**src/rtl/clipped_pixel_alpha_blend_writer_core_macros.svh**
```systemverilog
`ifndef CLIPPED_PIXEL_ALPHA_BLEND_WRITER_CORE_MACROS_SVH
`define CLIPPED_PIXEL_ALPHA_BLEND_WRITER_CORE_MACROS_SVH

// expression holds on every enabled clock
`define CPAB_ASSERT(name, expr) \
  name: assert property (@(posedge clk) disable iff (!rst_n) (expr)) \
    else $error("cpab check failed");

// condition implies a result on the next clock
`define CPAB_ASSERT_NEXT(name, pre, post) \
  name: assert property (@(posedge clk) disable iff (!rst_n) (pre) |=> (post)) \
    else $error("cpab check failed");

`endif

```
**src/rtl/cpab_pkg.sv**
```systemverilog
package cpab_pkg;

  localparam int MAX_WIDTH  = 512;
  localparam int MAX_HEIGHT = 512;

  localparam int STORE_DEPTH = MAX_WIDTH * MAX_HEIGHT;
  localparam int ADDR_W = (STORE_DEPTH > 1) ? $clog2(STORE_DEPTH) : 1;
  localparam int XW = (MAX_WIDTH > 1) ? $clog2(MAX_WIDTH) : 1;
  localparam int YW = (MAX_HEIGHT > 1) ? $clog2(MAX_HEIGHT) : 1;

  localparam int CFG_DATA_W = 10;
  localparam int CFG_IDX_W  = 1;
  localparam int PROD_W = YW + CFG_DATA_W;

  localparam int CFG_MAX = (1 << CFG_DATA_W) - 1;
  localparam logic [CFG_DATA_W-1:0] WIDTH_CAP =
    CFG_DATA_W'((MAX_WIDTH < CFG_MAX) ? MAX_WIDTH : CFG_MAX);
  localparam logic [CFG_DATA_W-1:0] HEIGHT_CAP =
    CFG_DATA_W'((MAX_HEIGHT < CFG_MAX) ? MAX_HEIGHT : CFG_MAX);
  localparam logic [CFG_DATA_W-1:0] WIDTH_RESET  = CFG_DATA_W'(512);
  localparam logic [CFG_DATA_W-1:0] HEIGHT_RESET = CFG_DATA_W'(512);

  localparam logic [CFG_IDX_W-1:0] CFG_FRAME_WIDTH  = 1'd0;
  localparam logic [CFG_IDX_W-1:0] CFG_FRAME_HEIGHT = 1'd1;

  localparam logic [1:0] ST_WRITTEN = 2'd0;
  localparam logic [1:0] ST_DROPPED = 2'd1;
  localparam logic [1:0] ST_SKIPPED = 2'd2;

  localparam logic OP_WRITE = 1'b0;
  localparam logic OP_BLEND = 1'b1;

  localparam logic [ADDR_W-1:0] CLR_LAST = ADDR_W'(STORE_DEPTH - 1);

  typedef struct packed {
    logic               operation;
    logic signed [15:0] pos_x;
    logic signed [15:0] pos_y;
    logic [31:0]        color_argb;
  } in_item_t;

  typedef struct packed {
    logic [1:0]  status;
    logic [31:0] pixel_value;
  } out_item_t;

  typedef struct packed {
    logic [1:0]        status;
    logic              operation;
    logic [31:0]       color_argb;
    logic [ADDR_W-1:0] addr;
  } stage_item_t;

  typedef struct packed {
    logic              en;
    logic [ADDR_W-1:0] addr;
    logic [31:0]       data;
  } ram_wr_t;

endpackage

```
**src/rtl/cpab_addr.sv**
```systemverilog
module cpab_addr
  import cpab_pkg::*;
  (
  input  logic                  clk,
  input  logic                  rst_n,
  input  logic                  in_fire,
  input  in_item_t              in_item,
  input  logic [CFG_DATA_W-1:0] frame_width,
  input  logic [CFG_DATA_W-1:0] frame_height,
  input  logic                  s1_take,
  output logic                  s1_valid,
  output stage_item_t           s1_item
);

  logic [CFG_DATA_W-1:0] w_eff;
  logic [CFG_DATA_W-1:0] h_eff;
  logic                  x_in;
  logic                  y_in;
  logic [PROD_W-1:0]     row_base;
  stage_item_t           item_nxt;
  logic                  s1_valid_r;
  stage_item_t           s1_item_r;

  always_comb begin
    w_eff = (frame_width > WIDTH_CAP) ? WIDTH_CAP : frame_width;
    h_eff = (frame_height > HEIGHT_CAP) ? HEIGHT_CAP : frame_height;
    x_in = !in_item.pos_x[15] && (16'(in_item.pos_x) < 16'(w_eff));
    y_in = !in_item.pos_y[15] && (16'(in_item.pos_y) < 16'(h_eff));
    row_base = PROD_W'(in_item.pos_y[YW-1:0]) * PROD_W'(w_eff);
    item_nxt.operation  = in_item.operation;
    item_nxt.color_argb = in_item.color_argb;
    item_nxt.addr = ADDR_W'(row_base) + ADDR_W'(in_item.pos_x[XW-1:0]);
    if (!(x_in && y_in)) begin
      item_nxt.status = ST_DROPPED;
    end else if (in_item.operation == OP_BLEND && in_item.color_argb == '0) begin
      item_nxt.status = ST_SKIPPED;
    end else begin
      item_nxt.status = ST_WRITTEN;
    end
  end

  always_ff @(posedge clk) begin
    if (!rst_n) begin
      s1_valid_r <= 1'b0;
    end else begin
      s1_valid_r <= in_fire | (s1_valid_r & !s1_take);
    end
    if (in_fire) begin
      s1_item_r <= item_nxt;
    end
  end

  assign s1_valid = s1_valid_r;
  assign s1_item  = s1_item_r;

endmodule

```
**config.mk**
```make
export PLATFORM = sky130hd
export DESIGN_NAME = cpab_addr
export DESIGN_NICKNAME = d
export VERILOG_FILES = /design/src/rtl/clipped_pixel_alpha_blend_writer_core_macros.svh /design/src/rtl/cpab_pkg.sv /design/src/rtl/cpab_addr.sv
export SDC_FILE = /design/constraint.sdc
export NUM_CORES = 1
export LEC_CHECK = 0
export BUFFER_PORTS_ARGS = -buffer_cell sky130_fd_sc_hd__clkbuf_2
export CAP_MARGIN = 10
export CORE_ASPECT_RATIO = 2
export CORE_UTILIZATION = 40
export CTS_CLUSTER_SIZE = 30
export DETAILED_ROUTE_END_ITERATION = 10
export MAX_ROUTING_LAYER = met4
export SLEW_MARGIN = 20
export SYNTH_ARGS = -nofsm -noshare
export SYNTH_HDL_FRONTEND = slang
export SYNTH_SLANG_ARGS = --single-unit
```
**constraint.sdc**
```tcl
create_clock -name clk -period 7.5 [get_ports clk]
set_input_delay 1.5 -clock clk [delete_from_list [all_inputs] [get_ports clk]]
set_output_delay 1.5 -clock clk [all_outputs]
set_load 0.02 [all_outputs]
```
==> impl_results.md <==
- Outcome: complete, but fails checks
- Failing checks: DRC
- Final Core Density: 0.487
- Syn avg cell area: approximately 11 sq um
- RSZ-0062 raised after global routing: false
- CTS Root Cell: clkbuf_16
- Final setup vio count: 0
- Vias in the first global route: 4419
- DR DRC count: 18
- Chip width: approximately 85 um
- Hold slack: 0.591 ns
- Clk pin slew, worst setup/hold paths: 0.06 ns
- DP HPWL: approximately 11000 um
- First-pass detailed-route iteration total: 9
- Area share of the largest cell type after synthesis: 0.290
- Port Buffers: 142
- Rows: 60
- First-pass GRT wire length: 20600 um
- Critical-path maximum fanout: 10
- Sequential-to-total area share from yosys stat: 0.294
- Top cells by area, synth: edfxtp_1 29%, fa_1 22%, ha_1 16%
- Ys flop type: edfxtp_1
- Total power: around 0.0014 W
- Final Critical Period: 7.02 ns
- Via density: 5.20
- Kind of critical path: in -> reg
- Total global routing overflow: 0
- Startpoint types: input pin
- P_leak: between 3 and 4 nW
- Routed wire length: 13000 um
- Final net count: 878
- Gates resized, CTS repair: 0
- Pre-CTS setup slack: 0.128 ns
- CTS tree: built
- Critical path capture point type: register
- Clk sinks: 54
- Setup_tns: 0 ns
- Hold path cells: 2
- CTS Hold Bufs: 0
- Post-synth ARST share: 0
- Reg2reg end: s1_valid
- Most used cell, CP: fa_1
- Total GRT Usage: 0.192
- Area Overhead vs Synth: 19.1%
- Final worst setup slack: 0.482 ns
- Yosys top cell by area: edfxtp_1
- Initial antenna violation count: 0
- CORE AREA: 13400 sq um
- Worst path bufs/invs: 4
- Largest net degree at the start of global routing: 55
- Die ar.: between 10000 and 15000 sq um
- First DRT Iteration DRCs: 156
- WP data required: about 7.5 ns
- Most frequent cells in the layout: 142 x clkbuf_2, 70 x ha_1, 69 x inv_1
- Vert. Die Dim: 168 um
- Synthesized area: 5490 sq um
- Headroom to the max-slew limit: 0.550
- Post-CTS setup buffers: 0
- Layout cells sized above 1: 0.255
- Crit-path leading delay family: adder cells
- Post-Syn Instances: 516
- Ant diodes: 0
- WL met3: 494 um
- I/O pins: 143
- CP cell instances: clkbuf_2, nor4_1, a31oi_1, nor2b_1, nand2_1, fa_1, fa_1, inv_1, fa_1, fa_1, inv_1, fa_1, inv_1, ha_1, a21o_1, a21o_1, a221o_1, a21oi_1, o21ai_1, xor2_1
- Clock latency on the worst-skew pair: around 0.28 ns
- Initial Util: 0.409
- # Max-Cap Violations: 0
- Vias: 4236
- H-tree levels: 2
- CTS Buf Count: 5
- Clock Skew: 0 ns
- DR top layer: met4
- Levels on crit path: 20
- Worst-Margin Slew: 0.673 ns
- Worst VDD drop: 0.0914 mV
- Met2 wire len: 7290 um
- Yosys reg bits: 54
- Hold Fails Final Rpt: 0
- Yosys warns: 0
- DR WL/cell: 15.9 um
- Worst flop-to-flop path startpoint: s1_valid
- Most common cell after layout, fill and taps aside: clkbuf_2
- M1 wire length: 4590 um
- CTS Buffer Depth: 2
- Reg2reg setup slack: between 6 and 7 ns
- Critical Path End: s1_item[16]
- Final max-slew violation count: 0
- F_max: 142 MHz
- Tcrit/Tclk final: 0.936
- Worst Reg2Reg Path Length in Cells: 2
- CP peak stage delay: 0.55 ns
- Worst hold path class: reg -> reg
- Final Wtd Congestion: ~0.87
- Pwr Density: between 200 and 250 nW/um^2
- Slowest cell on crit path: fa_1
- Synth Net Count: 736
- Setup crit start: frame_width[0]
- Critical Path AT: 7.05 ns
- Final ANT Viol Nets: 0
- Post-synth EDFFs: between 50 and 60
- Number of distinct library cells after synthesis: 43
-- cell type report --
cell class | count | area (sq um)
inverters | 78 | 293
well taps | 155 | 194
fillers | 1296 | 6900
repair buffers | 149 | 763
flip-flops and latches | 54 | 1610
multi-input cells | 370 | 3530
clock buffers | 8 | 146
-- power by group --
group	switching [W]	leakage [nW]	total (W)	internal (W)
clock network	0.0000923	0.0712	0.000225	0.000133
logic	0.000422	2.65	0.000713	0.000291
registers	0.0000153	0.527	0.000431	0.000416
-- stage by stage --
stage / std cells / cell area, sq um
after floorplan: 516 / 5490
after global placement: 806 / 6390
after detailed placement: 806 / 6390
after CTS: 814 / 6540
after global routing: 814 / 6540
final: 814 / 6540
-- sequential cells by signal (all words and copies together), names as in the netlist --
signal    flops
s1_item      53
s1_valid      1
-- cell usage after synthesis (3+ instances only) --
master and instances:
nor4_1 8, and2_1 55, ha_1 70, a21oi_1 15, nor2_1 17, a211oi_1 4, clkbuf_1 11, a21o_1 9
edfxtp_1 53, inv_2 9, nor2b_1 10, xnor2_1 13, nand4_1 7, o21a_1 4, xor2_1 6, o21ai_1 7
inv_1 69, fa_1 61, nand2_1 49, o21ai_0 5, nand3_1 4, nor3_1 3
-- kinds of logic after synthesis --
logic type | after synthesis | synth area share
AO/OA/AOI/OAI | 58 | 0.0720
AND/OR/NAND/NOR | 162 | 0.159
XOR/XNOR | 19 | 0.0303
buffers and inverters | 92 | 0.0631
flip-flops | 54 | 0.294
adder cells (fa/ha/maj) | 131 | 0.382
-- worst register-to-register path: cells and delay by family, from the launching register on --
family           cells  cell delay (ns)
AND/OR/NAND/NOR      1             0.12
AO/OA/AOI/OAI        1             0.15
flip-flops           1             0.30
-- per-layer routing --
metal  global-route usage  vias up
met2                0.365      141
li1                     -     2000
met5                    -        -
met1                0.185     2063
met4                0.106        0
met3               0.0177       32
-- worst min path at each step --
stage / start / end / slack (ns)
finish: s1_valid / s1_valid / 0.59
global route: s1_valid / s1_valid / 0.66
CTS: s1_valid / s1_valid / 0.60
detailed placement: s1_valid / s1_valid / 0.58
global placement: s1_valid / s1_valid / 0.56
floorplan: s1_valid / s1_valid / 0.69
(Power assumes the default switching activity.)
