`config.mk`:
```
export PLATFORM = sky130hd
export DESIGN_NAME = cpab_ram
export DESIGN_NICKNAME = d
export VERILOG_FILES = /design/src/rtl/clipped_pixel_alpha_blend_writer_core_macros.svh /design/src/rtl/cpab_ram.sv
export SDC_FILE = /design/constraint.sdc
export NUM_CORES = 1
export LEC_CHECK = 0
export ABC_CLOCK_PERIOD_IN_PS = 7600
export BUFFER_PORTS_ARGS = -buffer_cell sky130_fd_sc_hd__buf_2
export CAP_MARGIN = 15
export CORE_ASPECT_RATIO = 1.2
export CORE_MARGIN = 10
export CORE_UTILIZATION = 50
export DETAILED_ROUTE_END_ITERATION = 10
export GPL_TIMING_DRIVEN = 0
export PLACE_DENSITY = 0.69
export SYNTH_ARGS = -nofsm -noshare
export SYNTH_HDL_FRONTEND = slang
export SYNTH_SLANG_ARGS = --single-unit
```
`constraint.sdc`:
```
create_clock -name clk -period 7.6 [get_ports clk]
set_input_delay 1.14 -clock clk [delete_from_list [all_inputs] [get_ports clk]]
set_output_delay 1.14 -clock clk [all_outputs]
set_load 0.02 [all_outputs]
```
`src/rtl/clipped_pixel_alpha_blend_writer_core_macros.svh`:
```
`ifndef CLIPPED_PIXEL_ALPHA_BLEND_WRITER_CORE_MACROS_SVH
`define CLIPPED_PIXEL_ALPHA_BLEND_WRITER_CORE_MACROS_SVH

// expression holds on every enabled clock
`define CPAB_ASSERT(name, expr) \
  name: assert property (@(posedge clk) disable iff (!rst_n) (expr)) \
    else $error("cpab check failed");

// condition implies a result on the next clock
`define CPAB_ASSERT_NEXT(name, pre, post) \
  name: assert property (@(posedge clk) disable iff (!rst_n) (pre) |=> (post)) \
    else $error("cpab check failed");

`endif

```
`src/rtl/cpab_ram.sv`:
```
module cpab_ram
  #(parameter int DEPTH = 4,
    parameter int AW = 2,
    parameter int DW = 32)
  (
  input  logic          clk,
  input  logic          we,
  input  logic [AW-1:0] waddr,
  input  logic [DW-1:0] wdata,
  input  logic          re,
  input  logic [AW-1:0] raddr,
  output logic [DW-1:0] rdata
);

  logic [DW-1:0] mem [DEPTH];

  always_ff @(posedge clk) begin
    if (we) begin
      mem[waddr] <= wdata;
    end
  end

  always_ff @(posedge clk) begin
    if (re) begin
      rdata <= mem[raddr];
    end
  end

endmodule

```
==> flow_summary_export.csv, run 1 <==
group,metric,value,unit
outcome,status,"finished, final reports clean",
power_and_ir_drop,p_sw_share,18.8,%
setup_path,end_kind,"primary output",
sta,slew_headroom,42.7,%
setup_path,crit_required,6.46,ns
global_routing,antenna_found_initial,0,
cts,numCtsBuffers,17,
global_routing,grt_pass1_wl,14.7,mm
cts,clkLatencyLatePin,0.41,ns
power_and_ir_drop,power,2.04,mW
power_and_ir_drop,p_int,1.65,mW
power_and_ir_drop,leakage,2.37,nW
global_routing,grt_max_degree,33,
cts,post-cts-setup-buffers,0,
floorplan,start_util,51.2,%
drt,ant_nets,0,
setup_path,crit_family,"flip-flops",
cells_and_area,seqCellArea,4800,sq um
yosys,synth_xor_xnor_area_share,0,%
power_and_ir_drop,seqPwrFrac,50.9,%
floorplan,die-area,16000,sq um
sta,setup_viol,0,
cts,htreeDepth,4,
global_routing,grt_pass1_vias,2652,
power_and_ir_drop,vdd_drop_max,0.000153,V
sta,period_share,27.9,%
floorplan,rows,42,
placement,place_ws,5.08,ns
floorplan,core_area,11000,sq um
yosys,synth-warning-count,0,
setup_path,cp.arrival,0.98,ns
power_and_ir_drop,clockPowerShare,43.8,%
yosys,synth_cell_types,9,
drt,first_iter_violations,122,
sta,hold_violations,0,
cells_and_area,drive_gt1_share,45.8,%
cells_and_area,n_fill_cell,766,
placement,io_buffers,69,
sta,clock_skew,0.00377,ns
global_routing,track_usage,12.8,%
yosys,syn_avg_cell_area,27.8,sq um
cts,cts.repair.resized,0,
placement,hpwl,5.73,mm
drt,dr.pass1.iters,4,
yosys,synthMuxAreaShare,12.9,%
sta,rsz0062_at_grt,"false",
floorplan,die_h,136,um
cts,cts_root_buf,"clkbuf_16",
drt,num_vias,2341,
sta,fin_crit,2.12,ns
drt,wl,9.43,mm
flow_run,drv_cap,0,
drt,wire_per_inst,21.4,um
yosys,ys_ff_latch,160,
setup_path,critPathLaunchType,"flip-flop",
cells_and_area,final_common_cell,"edfxtp_1",
yosys,synth_seq_area_share,85.0,%
sta,tightest_slew,0.860,ns
setup_path,cp_slowest_stage_delay,0.39,ns
power_and_ir_drop,powerDensity,297,nW/um^2
sta,tns,0,ns
cts,cts_tree,"done",
cts,path_clk_slew,0.06,ns
drt,routed_via_density,5.32,
power_and_ir_drop,p_comb_share,5.3,%
sta,holdWs,0.620,ns
yosys,synth_compound_area_share,0,%
power_and_ir_drop,power_switching,0.384,mW
drt,drc_errors,0,
yosys,syn_nets,242,
yosys,syn_area,5650,sq um
setup_path,cp_max_fo,1,
yosys,synth_adder_area_share,0,%
yosys,yosys.area_share.simple,0.554,%
cells_and_area,layout_common_cells,"160 x edfxtp_1, 72 x buf_2, 30 x mux4_2",
hold_path,hp-class,"reg -> reg",
yosys,postSynthCellCount,203,
sta,drv_slew,0,
setup_path,path_class,"reg -> out",
placement,place.gp.congestion,0.666,
setup_path,crit_buf_inv,1,
cells_and_area,fin_nets,334,
cells_and_area,synthToLayoutAreaGrowth,21.4,%
global_routing,overflow,0,
sta,final.setup.worst_slack,5.48,ns
yosys,synth_top_family_by_area,"multiplexers",
setup_path,crit_slowest_cell,"edfxtp_1",
cells_and_area,n_antenna_cell,0,
floorplan,io_pins,71,
sta,max_freq,0.472,GHz
cts,clock_sinks,160,
cts,cts_buffer_depth,2,
floorplan,die_w,117,um
setup_path,path_cells,"buf_2",
cells_and_area,multiInputGateArea,768,sq um
cts,cts_hold_buf,0,
[area by class of cell]
class / instances / area share (%)
plain buffers: 7 / 1.26
well taps: 132 / 2.41
clock buffers: 20 / 6.37
clock inverters: 12 / 2.77
repair buffers: 73 / 5.93
multi-input cells: 36 / 11.2
flip-flops and latches: 160 / 70.1
[per-layer routing]
metal  track usage [%]  part of all wire (%)  wire [um]
met5                 0                     0          0
met2              20.8                    53       4950
met4              5.16                   1.4        133
met3              4.45                   4.6        434
met1              15.2                    41       3910
[final timing paths]
path	start	to	slack, ns	cells past startpoint
worst max-delay path	rdata[11]$_DFFE_PP_	rdata[11]	5.48	1
worst min-delay path	mem[0][31]$_DFFE_PP_	rdata[31]$_DFFE_PP_	0.62	1
worst max register to register	mem[1][0]$_DFFE_PP_	rdata[0]$_DFFE_PP_	6.45	1
worst min register to register	mem[0][31]$_DFFE_PP_	rdata[31]$_DFFE_PP_	0.62	1
[power groups by stage]
stage | Combinational (mW) | Clock, mW | Sequential (mW)
finish | 0.108 | 0.891 | 1.04
global route | 0.117 | 0.944 | 1.04
CTS | 0.111 | 0.906 | 1.04
detailed placement | 0.111 | 0 | 1.06
global placement | 0.105 | 0 | 1.05
floorplan | 0.0453 | 0 | 1.07
[through the flow]
| step | cells | instance area (sq um) | utilization (%) |
|---|---|---|---|
| global placement | 404 | 6160 | 55.8 |
| global route | 440 | 6860 | 62.1 |
| floorplan | 203 | 5650 | - |
| CTS | 440 | 6860 | 62.1 |
| detailed placement | 408 | 6230 | 56.5 |
| finish | 440 | 6860 | 62.1 |
[kinds of logic after synthesis]
kind of cell / count (synthesis)
simple gates: 4
flops: 160
mux: 32
buf+inv: 7
[flip-flops by register name (all words and copies together) (netlist names)]
name / cells
mem: 128
rdata: 32
[Yosys cell counts]
cell type	n	area [sq um]
and3_1	1	6.26
and3b_1	2	17.5
buf_12	3	60.1
buf_2	3	15.0
buf_6	1	11.3
edfxtp_1	160	4800
mux4_1	2	52.6
mux4_2	30	676
nor3b_1	1	7.51
(Power assumes the default switching activity.)
==> run 2: changes to the inputs <==
Settings changed: ABC_CLOCK_PERIOD_IN_PS 7600 to 2000.
Clock period 7.6 ns to 2 ns, I/O delays scaled along.
==> run 2 against run 1 <==
Compared with the run above:
- worst setup slack lost 4.8 ns
- core utilization is 0.37 points lower
- clock-buffer cell count shrank 2
- worst hold slack lost 0.51 ns
- register-to-register slack lost 5.6 ns
- die area unchanged
- design area is 0.60% lower
- sequential power grew to 3.8 times the previous value
- combinational power rose to 3.7 times the previous value
- wire length is 2.4% lower
==> flow_summary_export.csv, run 2 (synthesis results as in run 1) <==
group,metric,value,unit
outcome,status,"finished, final reports clean",
drt,wl,9.20,mm
cells_and_area,layout_common_cells,"160 x edfxtp_1, 72 x buf_2, 30 x mux4_2",
cells_and_area,drive_gt1_share,46.1,%
cells_and_area,reg_top3,"mem x128, rdata x32",
floorplan,die_w,117,um
flow_run,drv_cap,0,
drt,dr.pass1.iters,4,
setup_path,path_cells,"buf_2",
sta,clock_skew,0.00581,ns
cells_and_area,top_register,"mem",
drt,routed_via_density,5.33,
global_routing,grt_max_degree,33,
sta,tightest_slew,0.884,ns
placement,io_buffers,69,
cells_and_area,synthToLayoutAreaGrowth,20.6,%
floorplan,start_util,51.2,%
setup_path,path_class,"reg -> out",
sta,slew_headroom,41.1,%
drt,drc_errors,0,
cts,clkLatencyLatePin,0.40,ns
cts,post-cts-setup-buffers,0,
power_and_ir_drop,powerDensity,1110,nW/um^2
setup_path,cp_max_fo,1,
floorplan,rows,42,
cts,clock_sinks,160,
cts,cts_hold_buf,0,
cts,cts.repair.resized,0,
placement,hpwl,5.55,mm
global_routing,grt_pass1_wl,14.0,mm
sta,tns,0,ns
cells_and_area,n_antenna_cell,0,
global_routing,antenna_found_initial,0,
sta,drv_slew,0,
cts,cts_root_buf,"clkbuf_16",
cells_and_area,fin_nets,332,
floorplan,die_h,136,um
setup_path,crit_slowest_cell,"edfxtp_1",
power_and_ir_drop,leakage,2.34,nW
setup_path,crit_buf_inv,1,
cells_and_area,largest_reg_flops,128,
sta,setup_viol,0,
sta,hold_violations,0,
placement,place_ws,0.292,ns
sta,fin_crit,1.28,ns
cts,cts_tree,"done",
global_routing,grt_pass1_vias,2549,
power_and_ir_drop,power,7.57,mW
global_routing,track_usage,12.2,%
sta,max_freq,0.784,GHz
power_and_ir_drop,vdd_drop_max,0.000543,V
setup_path,cp_slowest_stage_delay,0.40,ns
sta,rsz0062_at_grt,"false",
floorplan,die-area,16000,sq um
global_routing,overflow,0,
cts,numCtsBuffers,17,
setup_path,crit_family,"flip-flops",
floorplan,core_area,11000,sq um
setup_path,cp.arrival,0.98,ns
sta,final.setup.worst_slack,0.724,ns
drt,wire_per_inst,21.1,um
cts,cts_buffer_depth,2,
setup_path,crit_required,1.70,ns
sta,period_share,63.8,%
cts,htreeDepth,4,
hold_path,hp-class,"in -> reg",
cells_and_area,final_common_cell,"edfxtp_1",
setup_path,end_kind,"primary output",
setup_path,critPathLaunchType,"flip-flop",
drt,ant_nets,0,
drt,first_iter_violations,107,
floorplan,io_pins,71,
cts,path_clk_slew,0.06,ns
placement,place.gp.congestion,0.668,
drt,num_vias,2326,
==> run 2: cell count changes in the layout (fill, tap and decap cells not counted) <==
cell,change
clkbuf_1,-2
clkinvlp_4,+1
clkinv_2,+1
buf_6,-3
bufinv_16,-1
nor3b_2,-1
nor3b_4,+1
clkinv_1,-1
buf_8,+1
==> run 2: per-stage QoR <==
| step | hold slack (ns) | instances | util, % | instance area, sq um |
|---|---|---|---|---|
| after floorplan | 0.399 | 203 | - | 5660 |
| after global placement | 0.511 | 404 | 55.9 | 6170 |
| after detailed placement | 0.515 | 406 | 56.3 | 6220 |
| after CTS | 0.0855 | 436 | 61.8 | 6820 |
| after global routing | 0.0913 | 436 | 61.8 | 6820 |
| final | 0.108 | 436 | 61.8 | 6820 |
==> run 2: area by class of cell <==
class / instances / area, sq um
fill: 763 / 4220
timing repair buffer: 71 / 388
multi-input combinational: 36 / 774
tap: 132 / 165
sequential: 160 / 4800
buffer: 7 / 86.3
clock buffer: 18 / 429
clock inverter: 12 / 169
==> run 2: worst paths after layout <==
check                  startpoint                    to  slack (ns)  depth (start not counted)
min reg2reg   mem[2][0]$_DFFE_PP_    rdata[0]$_DFFE_PP_        0.63                          1
max            rdata[2]$_DFFE_PP_              rdata[2]        0.72                          1
min                     wdata[31]  mem[0][31]$_DFFE_PP_        0.11                          1
max reg2reg  mem[2][29]$_DFFE_PP_   rdata[29]$_DFFE_PP_        0.89                          1
==> run 2: metal layers <==
metal | vias up | part of all wire (%) | wire length, um | GRT usage (%)
met5 | - | 0 | 0 | 0
li1 | 1063 | - | - | -
met4 | 0 | 1.7 | 153 | 6.12
met2 | 51 | 55 | 5090 | 20.7
met3 | 10 | 4.5 | 417 | 3.40
met1 | 1202 | 38 | 3540 | 13.8
==> run 2: power breakdown <==
| part | leakage (nW) | internal, mW | switching [mW] | total (mW) |
|---|---|---|---|---|
| Sequential | 1.49 | 3.90 | 0.0406 | 3.94 |
| Combinational | 0.573 | 0.178 | 0.227 | 0.404 |
| Clock | 0.281 | 2.06 | 1.17 | 3.23 |
| Total | 2.34 | 6.14 | 1.43 | 7.57 |
==> run 3: changes to the inputs <==
Settings changed: ABC_CLOCK_PERIOD_IN_PS 2000 to 1300.
Clock period 2 ns to 1.3 ns, I/O delays scaled along.
==> run 3 against run 2 <==
Compared with the run above:
- via count is 5.1% higher
- first-iteration DRC count is 2.8% lower
- critical path depth stayed put
- flip-flop and latch count stayed put
- critical endpoint is now rdata[31]$_DFFE_PP_
- largest power group unchanged
==> flow_summary_export.csv, run 3 (synthesis results as in run 1) <==
group,metric,value,unit
cells_and_area,final_common_cell,"edfxtp_1",
cells_and_area,n_fill_cell,754,
setup_path,path_cells,"mux4_1",
cells_and_area,largest_reg_flops,128,
placement,io_buffers,69,
cts,path_clk_slew,0.06,ns
sta,drv_slew,0,
sta,max_freq,0.837,GHz
setup_path,end_kind,"flip-flop",
drt,wire_per_inst,20.1,um
global_routing,antenna_found_initial,0,
drt,wl,9.41,mm
power_and_ir_drop,vdd_drop_max,0.000898,V
power_and_ir_drop,p_sw_share,18.7,%
flow_run,drv_cap,0,
cells_and_area,synthToLayoutAreaGrowth,26.2,%
sta,holdWs,0.0102,ns
floorplan,die_w,117,um
setup_path,critPathLaunchType,"flip-flop",
sta,slew_headroom,40.6,%
cts,numCtsBuffers,17,
floorplan,start_util,51.2,%
outcome,status,"finished, final reports clean",
cts,clkLatencyLatePin,0.41,ns
power_and_ir_drop,seqPwrFrac,50.8,%
setup_path,crit_family,"multiplexers",
global_routing,grt_max_degree,33,
placement,place.gp.congestion,0.666,
cells_and_area,layout_common_cells,"160 x edfxtp_1, 72 x buf_2, 30 x mux4_2",
power_and_ir_drop,p_comb_share,5.8,%
cells_and_area,n_antenna_cell,0,
sta,rsz0062_at_grt,"false",
cts,cts_tree,"done",
global_routing,grt_pass1_wl,14.6,mm
placement,hpwl,5.50,mm
global_routing,track_usage,12.7,%
cts,cts_buffer_depth,2,
drt,ant_nets,0,
floorplan,die_h,136,um
hold_path,hp-class,"in -> reg",
power_and_ir_drop,power_switching,2.23,mW
cts,htreeDepth,4,
power_and_ir_drop,powerDensity,1670,nW/um^2
setup_path,cp_max_fo,1,
cells_and_area,fin_nets,362,
global_routing,grt_pass1_vias,2686,
global_routing,overflow,0,
floorplan,io_pins,71,
setup_path,path_class,"reg -> reg",
power_and_ir_drop,leakage,2.48,nW
setup_path,crit_required,1.43,ns
drt,num_vias,2445,
cts,clock_sinks,160,
floorplan,rows,42,
drt,drc_errors,0,
setup_path,cp.arrival,1.32,ns
cells_and_area,drive_gt1_share,41.7,%
floorplan,die-area,16000,sq um
drt,first_iter_violations,104,
drt,routed_via_density,5.22,
cells_and_area,top_register,"mem",
setup_path,crit_buf_inv,0,
floorplan,core_area,11000,sq um
sta,fin_crit,1.19,ns
placement,place_area,6210,sq um
cells_and_area,postLayoutCellArea,7130,sq um
sta,period_share,91.8,%
setup_path,cp_slowest_stage_delay,0.55,ns
cells_and_area,reg_top3,"mem x128, rdata x32",
setup_path,crit_slowest_cell,"mux4_1",
sta,setup_viol,0,
power_and_ir_drop,p_int,9.70,mW
sta,tightest_slew,0.892,ns
sta,clock_skew,0.00782,ns
cts,cts_root_buf,"clkbuf_16",
sta,hold_violations,0,
power_and_ir_drop,clockPowerShare,43.4,%
drt,dr.pass1.iters,4,
run 3: cell types whose count changed in the layout (fill, tap and decap cells not counted), sizes merged:
| cell | delta |
|---|---|
| buf | +1 |
| dlygate4sd3 | +29 |
| clkinvlp | -2 |
| clkinv | +3 |
| bufinv | +1 |
run 3: final cells by class:
| type | count | area, sq um | share of cell area, % |
|---|---|---|---|
| plain buffers | 7 | 86.3 | 1.21 |
| well taps | 132 | 165 | 2.32 |
| repair buffers | 101 | 673 | 9.44 |
| clock inverters | 14 | 195 | 2.74 |
| multi-input cells | 36 | 774 | 10.9 |
| flip-flops and latches | 160 | 4800 | 67.4 |
| clock buffers | 18 | 429 | 6.02 |
run 3: through the flow:
step                      setup TNS [ns]  power (mW)  instances  util, %  worst slack (ns)
after floorplan                    -5.94        6.53        203        -            -0.186
after global placement            -57.80        6.77        404     56.0            -0.980
after detailed placement          -36.10        6.81        406     56.2            -0.453
after CTS                              0        12.0        468     64.6            0.0986
after global routing                   0        12.3        468     64.6            0.0798
final                                  0        11.9        468     64.6             0.106
run 3: final timing paths:
check / start / endpoint / slack (ns) / cells past startpoint
min reg2reg: mem[2][7]$_DFFE_PP_ / rdata[7]$_DFFE_PP_ / 0.62 / 1
min: wdata[2] / mem[3][2]$_DFFE_PP_ / 0.01 / 1
max reg2reg: mem[1][31]$_DFFE_PP_ / rdata[31]$_DFFE_PP_ / 0.11 / 1
max: mem[1][31]$_DFFE_PP_ / rdata[31]$_DFFE_PP_ / 0.11 / 1
run 3: what timing repair did:
action / in CTS / in global routing
hold buffers: 29 / 0
buffers inserted: 1 / 0
gates resized for setup: 0 / 0
endpoints found under the setup margin: 11 / 0
endpoints found under the hold margin: 116 / 0
run 3: power by group through the flow:
stage / combinational (mW) / sequential [mW] / clock (mW)
floorplan: 0.268 / 6.26 / 0
global placement: 0.614 / 6.16 / 0
detailed placement: 0.640 / 6.17 / 0
CTS: 0.713 / 6.07 / 5.25
global route: 0.751 / 6.09 / 5.48
finish: 0.693 / 6.06 / 5.17
run 3: per-layer routing:
layer	vias up	GRT usage [%]	share of wire [%]
met2	58	19.9	53
met5	-	0	0
met1	1254	16.0	43
met4	0	5.78	0.98
li1	1126	-	-
met3	7	3.92	3.7
