**config.mk**
```make
export PLATFORM = sky130hd
export DESIGN_NAME = cpab_mix
export DESIGN_NICKNAME = d
export VERILOG_FILES = /design/src/rtl/clipped_pixel_alpha_blend_writer_core_macros.svh /design/src/rtl/cpab_pkg.sv /design/src/rtl/cpab_mix.sv
export SDC_FILE = /design/constraint.sdc
export NUM_CORES = 1
export LEC_CHECK = 0
export ABC_AREA = 0
export BUFFER_PORTS_ARGS = -buffer_cell sky130_fd_sc_hd__buf_2
export CAP_MARGIN = 20
export CORE_ASPECT_RATIO = 1.25
export CORE_UTILIZATION = 45
export DETAILED_ROUTE_END_ITERATION = 8
export PLACE_DENSITY_LB_ADDON = 0.1
export SETUP_SLACK_MARGIN = 0.5
export SYNTH_ARGS = -nofsm -noshare
export SYNTH_HDL_FRONTEND = slang
export SYNTH_SLANG_ARGS = --single-unit
```
**constraint.sdc**
```tcl
create_clock -name clk -period 10.9 [get_ports clk]
set_input_delay 2.18 -clock clk [delete_from_list [all_inputs] [get_ports clk]]
set_output_delay 2.18 -clock clk [all_outputs]
set_load 0.1 [all_outputs]
```
**src/rtl/clipped_pixel_alpha_blend_writer_core_macros.svh**
```systemverilog
`ifndef CLIPPED_PIXEL_ALPHA_BLEND_WRITER_CORE_MACROS_SVH
`define CLIPPED_PIXEL_ALPHA_BLEND_WRITER_CORE_MACROS_SVH

// expression holds on every enabled clock
`define CPAB_ASSERT(name, expr) \
  name: assert property (@(posedge clk) disable iff (!rst_n) (expr)) \
    else $error("cpab check failed");

// condition implies a result on the next clock
`define CPAB_ASSERT_NEXT(name, pre, post) \
  name: assert property (@(posedge clk) disable iff (!rst_n) (pre) |=> (post)) \
    else $error("cpab check failed");

`endif

```
**src/rtl/cpab_pkg.sv**
```systemverilog
package cpab_pkg;

  localparam int MAX_WIDTH  = 512;
  localparam int MAX_HEIGHT = 512;

  localparam int STORE_DEPTH = MAX_WIDTH * MAX_HEIGHT;
  localparam int ADDR_W = (STORE_DEPTH > 1) ? $clog2(STORE_DEPTH) : 1;
  localparam int XW = (MAX_WIDTH > 1) ? $clog2(MAX_WIDTH) : 1;
  localparam int YW = (MAX_HEIGHT > 1) ? $clog2(MAX_HEIGHT) : 1;

  localparam int CFG_DATA_W = 10;
  localparam int CFG_IDX_W  = 1;
  localparam int PROD_W = YW + CFG_DATA_W;

  localparam int CFG_MAX = (1 << CFG_DATA_W) - 1;
  localparam logic [CFG_DATA_W-1:0] WIDTH_CAP =
    CFG_DATA_W'((MAX_WIDTH < CFG_MAX) ? MAX_WIDTH : CFG_MAX);
  localparam logic [CFG_DATA_W-1:0] HEIGHT_CAP =
    CFG_DATA_W'((MAX_HEIGHT < CFG_MAX) ? MAX_HEIGHT : CFG_MAX);
  localparam logic [CFG_DATA_W-1:0] WIDTH_RESET  = CFG_DATA_W'(512);
  localparam logic [CFG_DATA_W-1:0] HEIGHT_RESET = CFG_DATA_W'(512);

  localparam logic [CFG_IDX_W-1:0] CFG_FRAME_WIDTH  = 1'd0;
  localparam logic [CFG_IDX_W-1:0] CFG_FRAME_HEIGHT = 1'd1;

  localparam logic [1:0] ST_WRITTEN = 2'd0;
  localparam logic [1:0] ST_DROPPED = 2'd1;
  localparam logic [1:0] ST_SKIPPED = 2'd2;

  localparam logic OP_WRITE = 1'b0;
  localparam logic OP_BLEND = 1'b1;

  localparam logic [ADDR_W-1:0] CLR_LAST = ADDR_W'(STORE_DEPTH - 1);

  typedef struct packed {
    logic               operation;
    logic signed [15:0] pos_x;
    logic signed [15:0] pos_y;
    logic [31:0]        color_argb;
  } in_item_t;

  typedef struct packed {
    logic [1:0]  status;
    logic [31:0] pixel_value;
  } out_item_t;

  typedef struct packed {
    logic [1:0]        status;
    logic              operation;
    logic [31:0]       color_argb;
    logic [ADDR_W-1:0] addr;
  } stage_item_t;

  typedef struct packed {
    logic              en;
    logic [ADDR_W-1:0] addr;
    logic [31:0]       data;
  } ram_wr_t;

endpackage

```
**src/rtl/cpab_mix.sv**
```systemverilog
module cpab_mix
  import cpab_pkg::*;
  (
  input  logic        clk,
  input  logic        rst_n,
  input  logic        s1_valid,
  input  stage_item_t s1_item,
  output logic        s1_take,
  input  logic [31:0] ram_rdata,
  output ram_wr_t     wr,
  output logic        out_valid,
  input  logic        out_ready,
  output out_item_t   out_data
);

  logic        s2_valid_r;
  stage_item_t s2_item_r;
  logic        fwd_hit_r;
  logic [31:0] fwd_data_r;
  logic        out_valid_r;
  out_item_t   out_data_r;
  logic        adv2;
  logic [31:0] old_px;
  logic [31:0] new_px;
  out_item_t   result;

  function automatic logic [31:0] blend_px(input logic [31:0] old_v,
                                           input logic [31:0] new_v);
    logic [7:0]  a;
    logic [8:0]  inv;
    logic [32:0] rb;
    logic [32:0] g;
    begin
      a   = new_v[31:24];
      inv = 9'h100 - 9'(a);
      rb = 33'(inv) * 33'(old_v & 32'h00FF00FF) + 33'(a) * 33'(new_v & 32'h00FF00FF);
      g  = 33'(inv) * 33'(old_v & 32'h0000FF00) + 33'(a) * 33'(new_v & 32'h0000FF00);
      blend_px = (rb[31:0] >> 8 & 32'h00FF00FF) + (g[31:0] >> 8 & 32'h0000FF00);
    end
  endfunction

  always_comb begin
    adv2    = s2_valid_r && (!out_valid_r || out_ready);
    s1_take = s1_valid && (!s2_valid_r || adv2);
    old_px  = fwd_hit_r ? fwd_data_r : ram_rdata;
    new_px  = (s2_item_r.operation == OP_BLEND) ? blend_px(old_px, s2_item_r.color_argb)
                                                 : s2_item_r.color_argb;
    wr.en   = adv2 && (s2_item_r.status == ST_WRITTEN);
    wr.addr = s2_item_r.addr;
    wr.data = new_px;
    result.status      = s2_item_r.status;
    result.pixel_value = (s2_item_r.status == ST_WRITTEN) ? new_px : '0;
  end

  always_ff @(posedge clk) begin
    if (!rst_n) begin
      s2_valid_r  <= 1'b0;
      out_valid_r <= 1'b0;
    end else begin
      s2_valid_r  <= s1_take | (s2_valid_r & !adv2);
      out_valid_r <= adv2 | (out_valid_r & !out_ready);
    end
    // the store read of this item sees neither the write landing on the same edge
    if (s1_take) begin
      s2_item_r  <= s1_item;
      fwd_hit_r  <= wr.en && (wr.addr == s1_item.addr);
      fwd_data_r <= wr.data;
    end
    if (adv2) begin
      out_data_r <= result;
    end
  end

  assign out_valid = out_valid_r;
  assign out_data  = out_data_r;

endmodule

```
==> results_dict.tcl, run 1 <==
set metrics [dict create \
    fin_crit_sh_pct 93.6 \
    cts_buffer_depth 2 \
    crit_chain "buf_2 -> mux2i_1 -> buf_4 -> or2_2 -> fa_1 -> fa_1 -> inv_1 -> fa_1 -> fa_2 -> fa_1 -> inv_1 -> fa_1 -> inv_1 -> ha_1 -> a21o_1 -> a21o_1 -> a21o_4 -> o21ai_4 -> a21oi_2 -> o31ai_1 -> mux2i_1 -> nand2_1 -> buf_12" \
    synth_compound_area_share_pct 5.30 \
    layout_common_cells "inv_1 (406), fa_1 (280), ha_1 (221), nor2_1 (170), buf_2 (152)" \
    diodes 0 \
    avgViaCountPerCell 5.09 \
    crit_path_max_incr_delay_ns 0.52 \
    cp.required_ns 8.72 \
    end_kind "primary output" \
    htreeDepth 4 \
    ys.flop_type "edfxtp_1" \
    min_path_type "register to register" \
    area_delta_synth_final_pct 14.1 \
    outcome "finished, final reports clean" \
    finClkSkew_ns 0.0160 \
    num_vias 13633 \
    setup_viol 0 \
    grt_pass1_wl_um 79100 \
    drcViolationCount 0 \
    clock_sinks 114 \
    synth-edff-count 112 \
    pre_cts_ws_ns 0.346 \
    nets 2707 \
    synth.area.mux_share_pct 2.42 \
    grt_setup_unrepaired "yes" \
    cts-root-buf "clkbuf_16" \
    max_freq_ghz 0.0980 \
    cp_slowest_cell "fa_1" \
    layout_commonest_cell "inv_1" \
    crit_path_max_fanout 7 \
    hold_viol_final 0 \
    synth_area_leader_cell "fa_1" \
    detailed_place_hpwl_um 38700 \
    startpoint_type "primary input" \
    synth_nets 2536 \
    start_util_pct 45.6 \
    worst_pin_slew_ns 1.09 \
    final_max_slew_viol_count 0 \
    portBuffers 167 \
    critical_path_arrival_ns 8.02 \
    ios 176 \
    async_flop_share_pct 0 \
    clk_pin_slew_ns 0.06 \
    die_w_um 184 \
    synth_area_um2 18700 \
    postRouteWirelength_um 49000 \
    synth_warnings 0 \
    syn_inst 1942 \
    max-slew-margin-rel_pct 27.5 \
    drt-initial-drc-count 620 \
    yosysSeqAreaShare_pct 18.2 \
    synth_adder_area_share_pct 45.1 \
    synth_simple_gate_area_share_pct 15.5 \
    avgSynthCellArea_um2 9.63 \
    drive_gt1_share_pct 15.9 \
    crit_top_cell "fa_1" \
    synthXorXnorAreaFrac_pct 3.42 \
    ys_types 70 \
    synth_top_cell_area_share_pct 30.1 \
    cts_tree "yes" \
    track_usage_pct 24.8 \
    clock_latency_ns 0.47 \
    routabilityCongestion 0.882 \
    firstDrtPassIters 5 \
    ys_ff_latch 114 \
    crit_type "primary input to primary output" \
    wl_per_cell_um 18.3 \
    synth_area_leaders "fa_1 (30%), edfxtp_1 (18%), ha_1 (15%)" \
    finalWorstSetupSlack_ns 0.700 \
    antenna_found_initial 0 \
    cap_violations 0 \
    postCtsHoldBufs 0 \
    postRouteAntennaNets 0 \
    rows 83 \
    grt_pass1_vias 14751 \
    coreArea_um2 41000 \
    grt_start_max_net_pins 58 \
    die_area_um2 42400 \
    cts_buffers 17 \
    period_needed_ns 10.20 \
    grt_remaining_overflow 0 \
    synth_top_family_by_area "adder cells" \
    tns_ns 0 \
    die_h_um 230 \
]
-- sequential cells by signal, indices dropped and copies added (netlist names) --
register,cells
out_data,34
s2_item_r,33
fwd_data_r,24
wr,18
result,2
fwd_hit_r,1
out_valid,1
s2_valid_r,1
-- layer usage --
metal	up-vias	part of all wire (%)	GRT usage, %
li1	6378	-	-
met4	0	2.0	7.40
met3	53	4.1	3.14
met2	314	51	44.2
met5	-	0	0
met1	6888	42	30.9
-- area by class of cell --
type / count / area, µm²
clock buffers: 17 / 425
clock inverters: 15 / 125
fillers: 3821 / 19700
inverters: 406 / 1520
multi-input cells: 1347 / 13700
flip-flops and latches: 114 / 3400
well taps: 552 / 691
repair buffers: 227 / 1510
-- synthesized netlist by cell type, types with 3 or more instances --
cell type    n
inv_1      406
fa_1       281
ha_1       224
nor2_1     173
and2_1     145
nand2_1    131
edfxtp_1   112
xnor2_1     48
clkbuf_1    47
a21oi_1     34
nor2b_1     34
nand2b_1    31
xor2_1      25
o21ai_0     24
mux2i_1     22
a21o_1      20
buf_4       18
mux2_2      14
nor3_1      12
or2_2       12
nand4_1     11
and3_1       9
nand3_1      9
buf_1        7
o21a_1       7
o21bai_1     6
o31ai_1      6
or3_1        6
a211oi_1     5
a31oi_1      4
nor4_1       4
a22o_1       3
a31o_2       3
o21ai_2      3
-- path summary, 6_finish.rpt --
path	cells past startpoint	from	end	slack (ns)
max	23	ram_rdata[2]	wr[21]	0.70
min	0	result[32]	out_data[32]	0.50
max reg2reg	26	s2_item_r[43]	out_data[19]	3.44
min reg2reg	0	result[32]	out_data[32]	0.50
-- timing repair --
item | in CTS | in global routing
endpoints found under the setup margin | 7 | 10
gates cloned | 0 | 0
endpoints found under the hold margin | 0 | 0
resized for setup | 7 | 20
pin swaps | 3 | 10
setup buffers | 0 | 8
-- metrics by stage --
stage                     util, %  cell area, µm²  cells  hold slack, ns
after floorplan                 -           18800   1942           0.442
after global placement       50.2           20600   2638           0.473
after detailed placement     50.2           20600   2638           0.478
after CTS                    51.6           21200   2670           0.496
after global routing         52.0           21300   2678           0.506
final                        52.0           21300   2678           0.495
-- worst max-delay path, delay by kind of cell --
kind,cells,cell delay [ns]
simple gates,2,0.43
mux,2,0.34
buf+inv,6,0.60
compound gates,6,1.29
fa+ha+maj,7,3.16
-- cell families (layout without fill, tap and decap cells) --
kind of cell    Yosys count  count (layout)
simple gates            586             586
fa+ha+maj               505             505
buf+inv                 481             665
compound gates          143             143
flops                   114             114
xor+xnor                 73              73
mux                      40              40
Power of run 1 is left out: the tool's default activity adds up to more than one toggle a clock period on the data nets, which glitch-free logic cannot reach.
==> run 2, diff against run 1 <==
==> constraint.sdc (replaced) <==
create_clock -name clk -period 8.6 [get_ports clk]
set_input_delay 0.86 -clock clk [delete_from_list [all_inputs] [get_ports clk]]
set_output_delay 0.86 -clock clk [all_outputs]
set_load 0.1 [all_outputs]
==> run 2 against run 1 <==
Against the previous run:
- wire length grew 0.47%
- core utilization grew 2.9 points
- sequential cell count is the same
==> results_dict.tcl, run 2 (synthesis gave the netlist of run 1 again) <==
set metrics [dict create \
    outcome "finished, final reports clean" \
    clk_pin_slew_ns 0.06 \
    min_path_type "register to register" \
    largest_reg_flops 34 \
    worstSetupPathDepth 28 \
    cp_slowest_cell "edfxtp_1" \
    met1Wirelength_um 20500 \
    crit_top_cell "fa_1" \
    final_max_slew_viol_count 0 \
    max_freq_ghz 0.121 \
    tns_ns 0 \
    rows 83 \
    avgViaCountPerCell 5.09 \
    detailed_place_hpwl_um 38700 \
    grt_pass1_vias 15219 \
    hold_viol_final 0 \
    start_util_pct 45.6 \
    worst-path-buf-inv 11 \
    die_w_um 184 \
    cts_buffers 17 \
    hold_path_end "out_data[32]" \
    wl_met3_um 2320 \
    drive_gt1_share_pct 21.0 \
    area_delta_synth_final_pct 20.5 \
    grt_remaining_overflow 0 \
    wl_met2_um 25200 \
    worstReg2RegStart "s2_item_r[43]" \
    crit_type "register to primary output" \
    startpoint_type "register" \
    nets 2768 \
    cts_buffer_depth 2 \
    end_kind "primary output" \
    drt-initial-drc-count 536 \
    ios 176 \
    dr.max_layer_used "met4" \
    fillers 3727 \
    cts-root-buf "clkbuf_16" \
    wl_per_cell_um 18.0 \
    clock_sinks 114 \
    cp_top_family "adder cells" \
    cts_tree "yes" \
    postCtsHoldBufs 0 \
    diodes 0 \
    critical_path_arrival_ns 7.38 \
    rr_endpoint "fwd_data_r[20]" \
    track_usage_pct 24.8 \
    postRouteWirelength_um 49200 \
    portBuffers 167 \
    period_needed_ns 8.24 \
    fin_crit_sh_pct 95.8 \
    antenna_found_initial 1 \
    clock_latency_ns 0.46 \
    cp.required_ns 7.74 \
    routabilityCongestion 0.868 \
    grt_setup_unrepaired "yes" \
    max-slew-margin-rel_pct 35.0 \
    worst_pin_slew_ns 0.948 \
    crit_path_max_fanout 5 \
    die_h_um 230 \
    rr_worst_depth 29 \
    htreeDepth 4 \
    hold_start "result[32]" \
    crit_path_max_incr_delay_ns 0.58 \
    coreArea_um2 41000 \
    grt_pass1_wl_um 79500 \
    hold_depth 0 \
    die_area_um2 42400 \
    post-route-util_pct 55.0 \
    cap_violations 0 \
    firstDrtPassIters 4 \
    place_area_um2 20800 \
    num_vias 13938 \
    postRouteAntennaNets 0 \
    finClkSkew_ns 0.0149 \
    drcViolationCount 0 \
    layout_commonest_cell "inv_1" \
    grt_start_max_net_pins 59 \
    r2r_slack_ns 1.46 \
    layout_common_cells "inv_1 (397), fa_1 (275), ha_1 (209), nor2_1 (166), buf_2 (146)" \
    stdcell_area_um2 22500 \
    setup_viol 0 \
]
## run 2: changes by cell type in the layout (fill, tap and decap cells not counted), moves of 7 or more
| cell | change |
|---|---|
| ha_4 | +10 |
| ha_1 | -12 |
| inv_2 | +7 |
| buf_6 | +13 |
| buf_4 | +41 |
| inv_1 | -9 |
| buf_12 | +12 |
## run 2: worst max-delay path by stage
stage | from | endpoint | slack, ns
3_3_place_gp | s2_item_r[43] | wr[15] | 0.49
5_1_grt | s2_item_r[42] | wr[15] | 0.17
4_1_cts | s2_item_r[42] | wr[22] | 0.42
2_1_floorplan | s2_item_r[42] | wr[22] | 0.32
6_report | s2_item_r[43] | wr[22] | 0.36
3_5_place_dp | s2_item_r[43] | wr[15] | 0.49
## run 2: routing by layer
metal | global-route usage [%] | vias up
met5 | 0 | -
met4 | 7.27 | 0
met3 | 3.88 | 66
met2 | 44.1 | 334
met1 | 30.6 | 7028
li1 | - | 6510
## run 2: stage by stage
stage | worst slack [ns] | cells | hold slack, ns
after detailed placement | 0.488 | 2653 | 0.487
after floorplan | 0.324 | 1942 | 0.442
after global placement | 0.492 | 2653 | 0.471
final | 0.358 | 2739 | 0.495
after global routing | 0.173 | 2739 | 0.504
after CTS | 0.419 | 2715 | 0.493
## run 2: cell type report
| cell class | instances | area [µm²] | share of cell area (%) |
|---|---|---|---|
| clock buffers | 17 | 425 | 1.89 |
| clock inverters | 15 | 171 | 0.760 |
| inverters | 406 | 1530 | 6.78 |
| multi-input cells | 1347 | 14100 | 62.6 |
| flip-flops and latches | 114 | 3400 | 15.1 |
| well taps | 552 | 691 | 3.06 |
| repair buffers | 288 | 2210 | 9.80 |
## run 2: timing repair
| item | in CTS | in global routing |
|---|---|---|
| cloned | 1 | 0 |
| resized for setup | 70 | 61 |
| pin swaps | 36 | 50 |
| setup buffers | 29 | 24 |
| endpoints found under the setup margin | 14 | 14 |
Power of run 2 is left out for the same reason.
==> run 3, diff against run 2 <==
--- a/config.mk
+++ b/config.mk
@@ -10,6 +10,7 @@
 export CAP_MARGIN = 20
 export CORE_ASPECT_RATIO = 1.25
 export CORE_UTILIZATION = 45
+export CTS_BUF_LIST = sky130_fd_sc_hd__clkbuf_8
 export DETAILED_ROUTE_END_ITERATION = 8
 export PLACE_DENSITY_LB_ADDON = 0.1
 export SETUP_SLACK_MARGIN = 0.5
==> run 3 against run 2 <==
Against the previous run:
- final area down 1.2%
- cell count barely moved
- sequential cell count is the same
- clock skew up 0.012 ns
- core utilization fell by 0.65 points
- via count shrank 0.28%
- worst hold slack improved by 0.012 ns
- setup slack got worse by 0.022 ns
- critical path type unchanged
- critical endpoint is now wr[20]
- highest routed layer unchanged
==> results_dict.tcl, run 3 (synthesis gave the netlist of run 1 again) <==
set metrics [dict create \
    finClkSkew_ns 0.0264 \
    grt_remaining_overflow 0 \
    largest_reg_flops 34 \
    cts_tree "yes" \
    cp.required_ns 7.74 \
    grt_pass1_vias 15274 \
    postRouteAntennaNets 0 \
    grt_start_max_net_pins 59 \
    routabilityCongestion 0.868 \
    grt_use_met1_pct 30.5 \
    hold_viol_final 0 \
    ios 176 \
    die_area_um2 42400 \
    fillers 3755 \
    crit_path_max_incr_delay_ns 0.53 \
    layout_commonest_cell "inv_1" \
    busiest_layer "met2" \
    nets 2766 \
    area_delta_synth_final_pct 19.1 \
    coreArea_um2 41000 \
    drcViolationCount 0 \
    worstReg2RegStart "s2_item_r[42]" \
    cts_buffers 17 \
    startpoint_type "register" \
    grt_setup_unrepaired "yes" \
    postRouteWirelength_um 49100 \
    rows 83 \
    die_w_um 184 \
    gr-usage-met3_pct 3.47 \
    pre_cts_ws_ns 0.488 \
    track_usage_pct 24.8 \
    worst_pin_slew_ns 0.945 \
    antenna_found_initial 2 \
    finalWorstSetupSlack_ns 0.336 \
    grt_pass1_wl_um 79400 \
    num_vias 13899 \
    r2r_slack_ns 1.49 \
    tns_ns 0 \
    cts-root-buf "clkbuf_8" \
    clock_latency_ns 0.51 \
    rr_worst_depth 32 \
    critical_path_arrival_ns 7.40 \
    start_util_pct 45.6 \
    crit_type "register to primary output" \
    end_kind "primary output" \
    firstDrtPassIters 5 \
    layout_common_cells "inv_1 (399), fa_1 (276), ha_1 (212), nor2_1 (167), buf_2 (145)" \
    place_inst 2653 \
    crit_start "s2_item_r[42]" \
    cts_buffer_depth 2 \
    hold_start "result[32]" \
    cap_violations 0 \
    cp_slowest_cell "fa_1" \
    crit_path_max_fanout 6 \
    clk_pin_slew_ns 0.09 \
    htreeDepth 4 \
    period_needed_ns 8.26 \
    wl_per_cell_um 17.9 \
    avgViaCountPerCell 5.08 \
    drt-initial-drc-count 611 \
    fin_crit_sh_pct 96.1 \
    final_max_slew_viol_count 0 \
    portBuffers 167 \
    post-route-util_pct 54.3 \
    die_h_um 230 \
    setup_viol 0 \
    hold_depth 0 \
    max_freq_ghz 0.121 \
    postCtsHoldBufs 0 \
    drive_gt1_share_pct 20.4 \
    grt.met2_usage_pct 43.9 \
    max-slew-margin-rel_pct 35.2 \
    clock_sinks 114 \
    min_path_type "register to register" \
    detailed_place_hpwl_um 38700 \
    outcome "finished, final reports clean" \
    stdcell_count 2738 \
]
[run 3: changes by cell type in the layout (fill, tap and decap cells not counted), moves of 3 or more]
cell,delta
clkbuf_16,-17
ha_1,+3
ha_2,-3
clkbuf_8,+17
[run 3: critical path, delay by kind of cell (launching register included)]
kind                     cells  cell delay (ns)
XOR/XNOR                     2             0.43
flip-flops                   1             0.47
buffers and inverters       12             1.29
AO/OA/AOI/OAI                4             0.96
AND/OR/NAND/NOR              5             0.81
adder cells (fa/ha/maj)      8             2.91
[run 3: metal layers]
layer  wire (µm)  part of all wire, %  up-vias
met5           0                    0        -
met4        1350                  2.8        0
met3        2060                  4.2       68
met2       25000                   51      313
met1       20700                   42     7019
li1            -                    -     6499
[run 3: path summary, 6_finish.rpt]
kind	end
worst max-delay path	wr[20]
worst min register to register	out_data[32]
worst min-delay path	out_data[32]
worst max register to register	fwd_data_r[20]
[run 3: stage by stage]
| step | hold WS, ns | cell area, µm² |
|---|---|---|
| final | 0.507 | 22300 |
| after global routing | 0.484 | 22300 |
| after CTS | 0.451 | 21900 |
| after detailed placement | 0.487 | 20800 |
| after global placement | 0.471 | 20800 |
| after floorplan | 0.442 | 18800 |
[run 3: timing repair]
| item | CTS | global route |
|---|---|---|
| buffers inserted | 34 | 17 |
| hold endpoints to repair | 0 | 0 |
| cloned | 1 | 0 |
| resized for setup | 73 | 50 |
| endpoints found under the setup margin | 16 | 16 |
| pin swaps | 49 | 46 |
[run 3: layout make-up]
cell class	count	area (µm²)	share of cell area (%)
Multi-Input combinational cell	1347	14100	63.2
Sequential cell	114	3400	15.3
Timing Repair Buffer	286	2170	9.73
Inverter	406	1530	6.86
Tap cell	552	691	3.10
Clock buffer	17	234	1.05
Clock inverter	15	171	0.769
Antenna cell	1	2.50	0.0112
Power of run 3 is left out for the same reason.
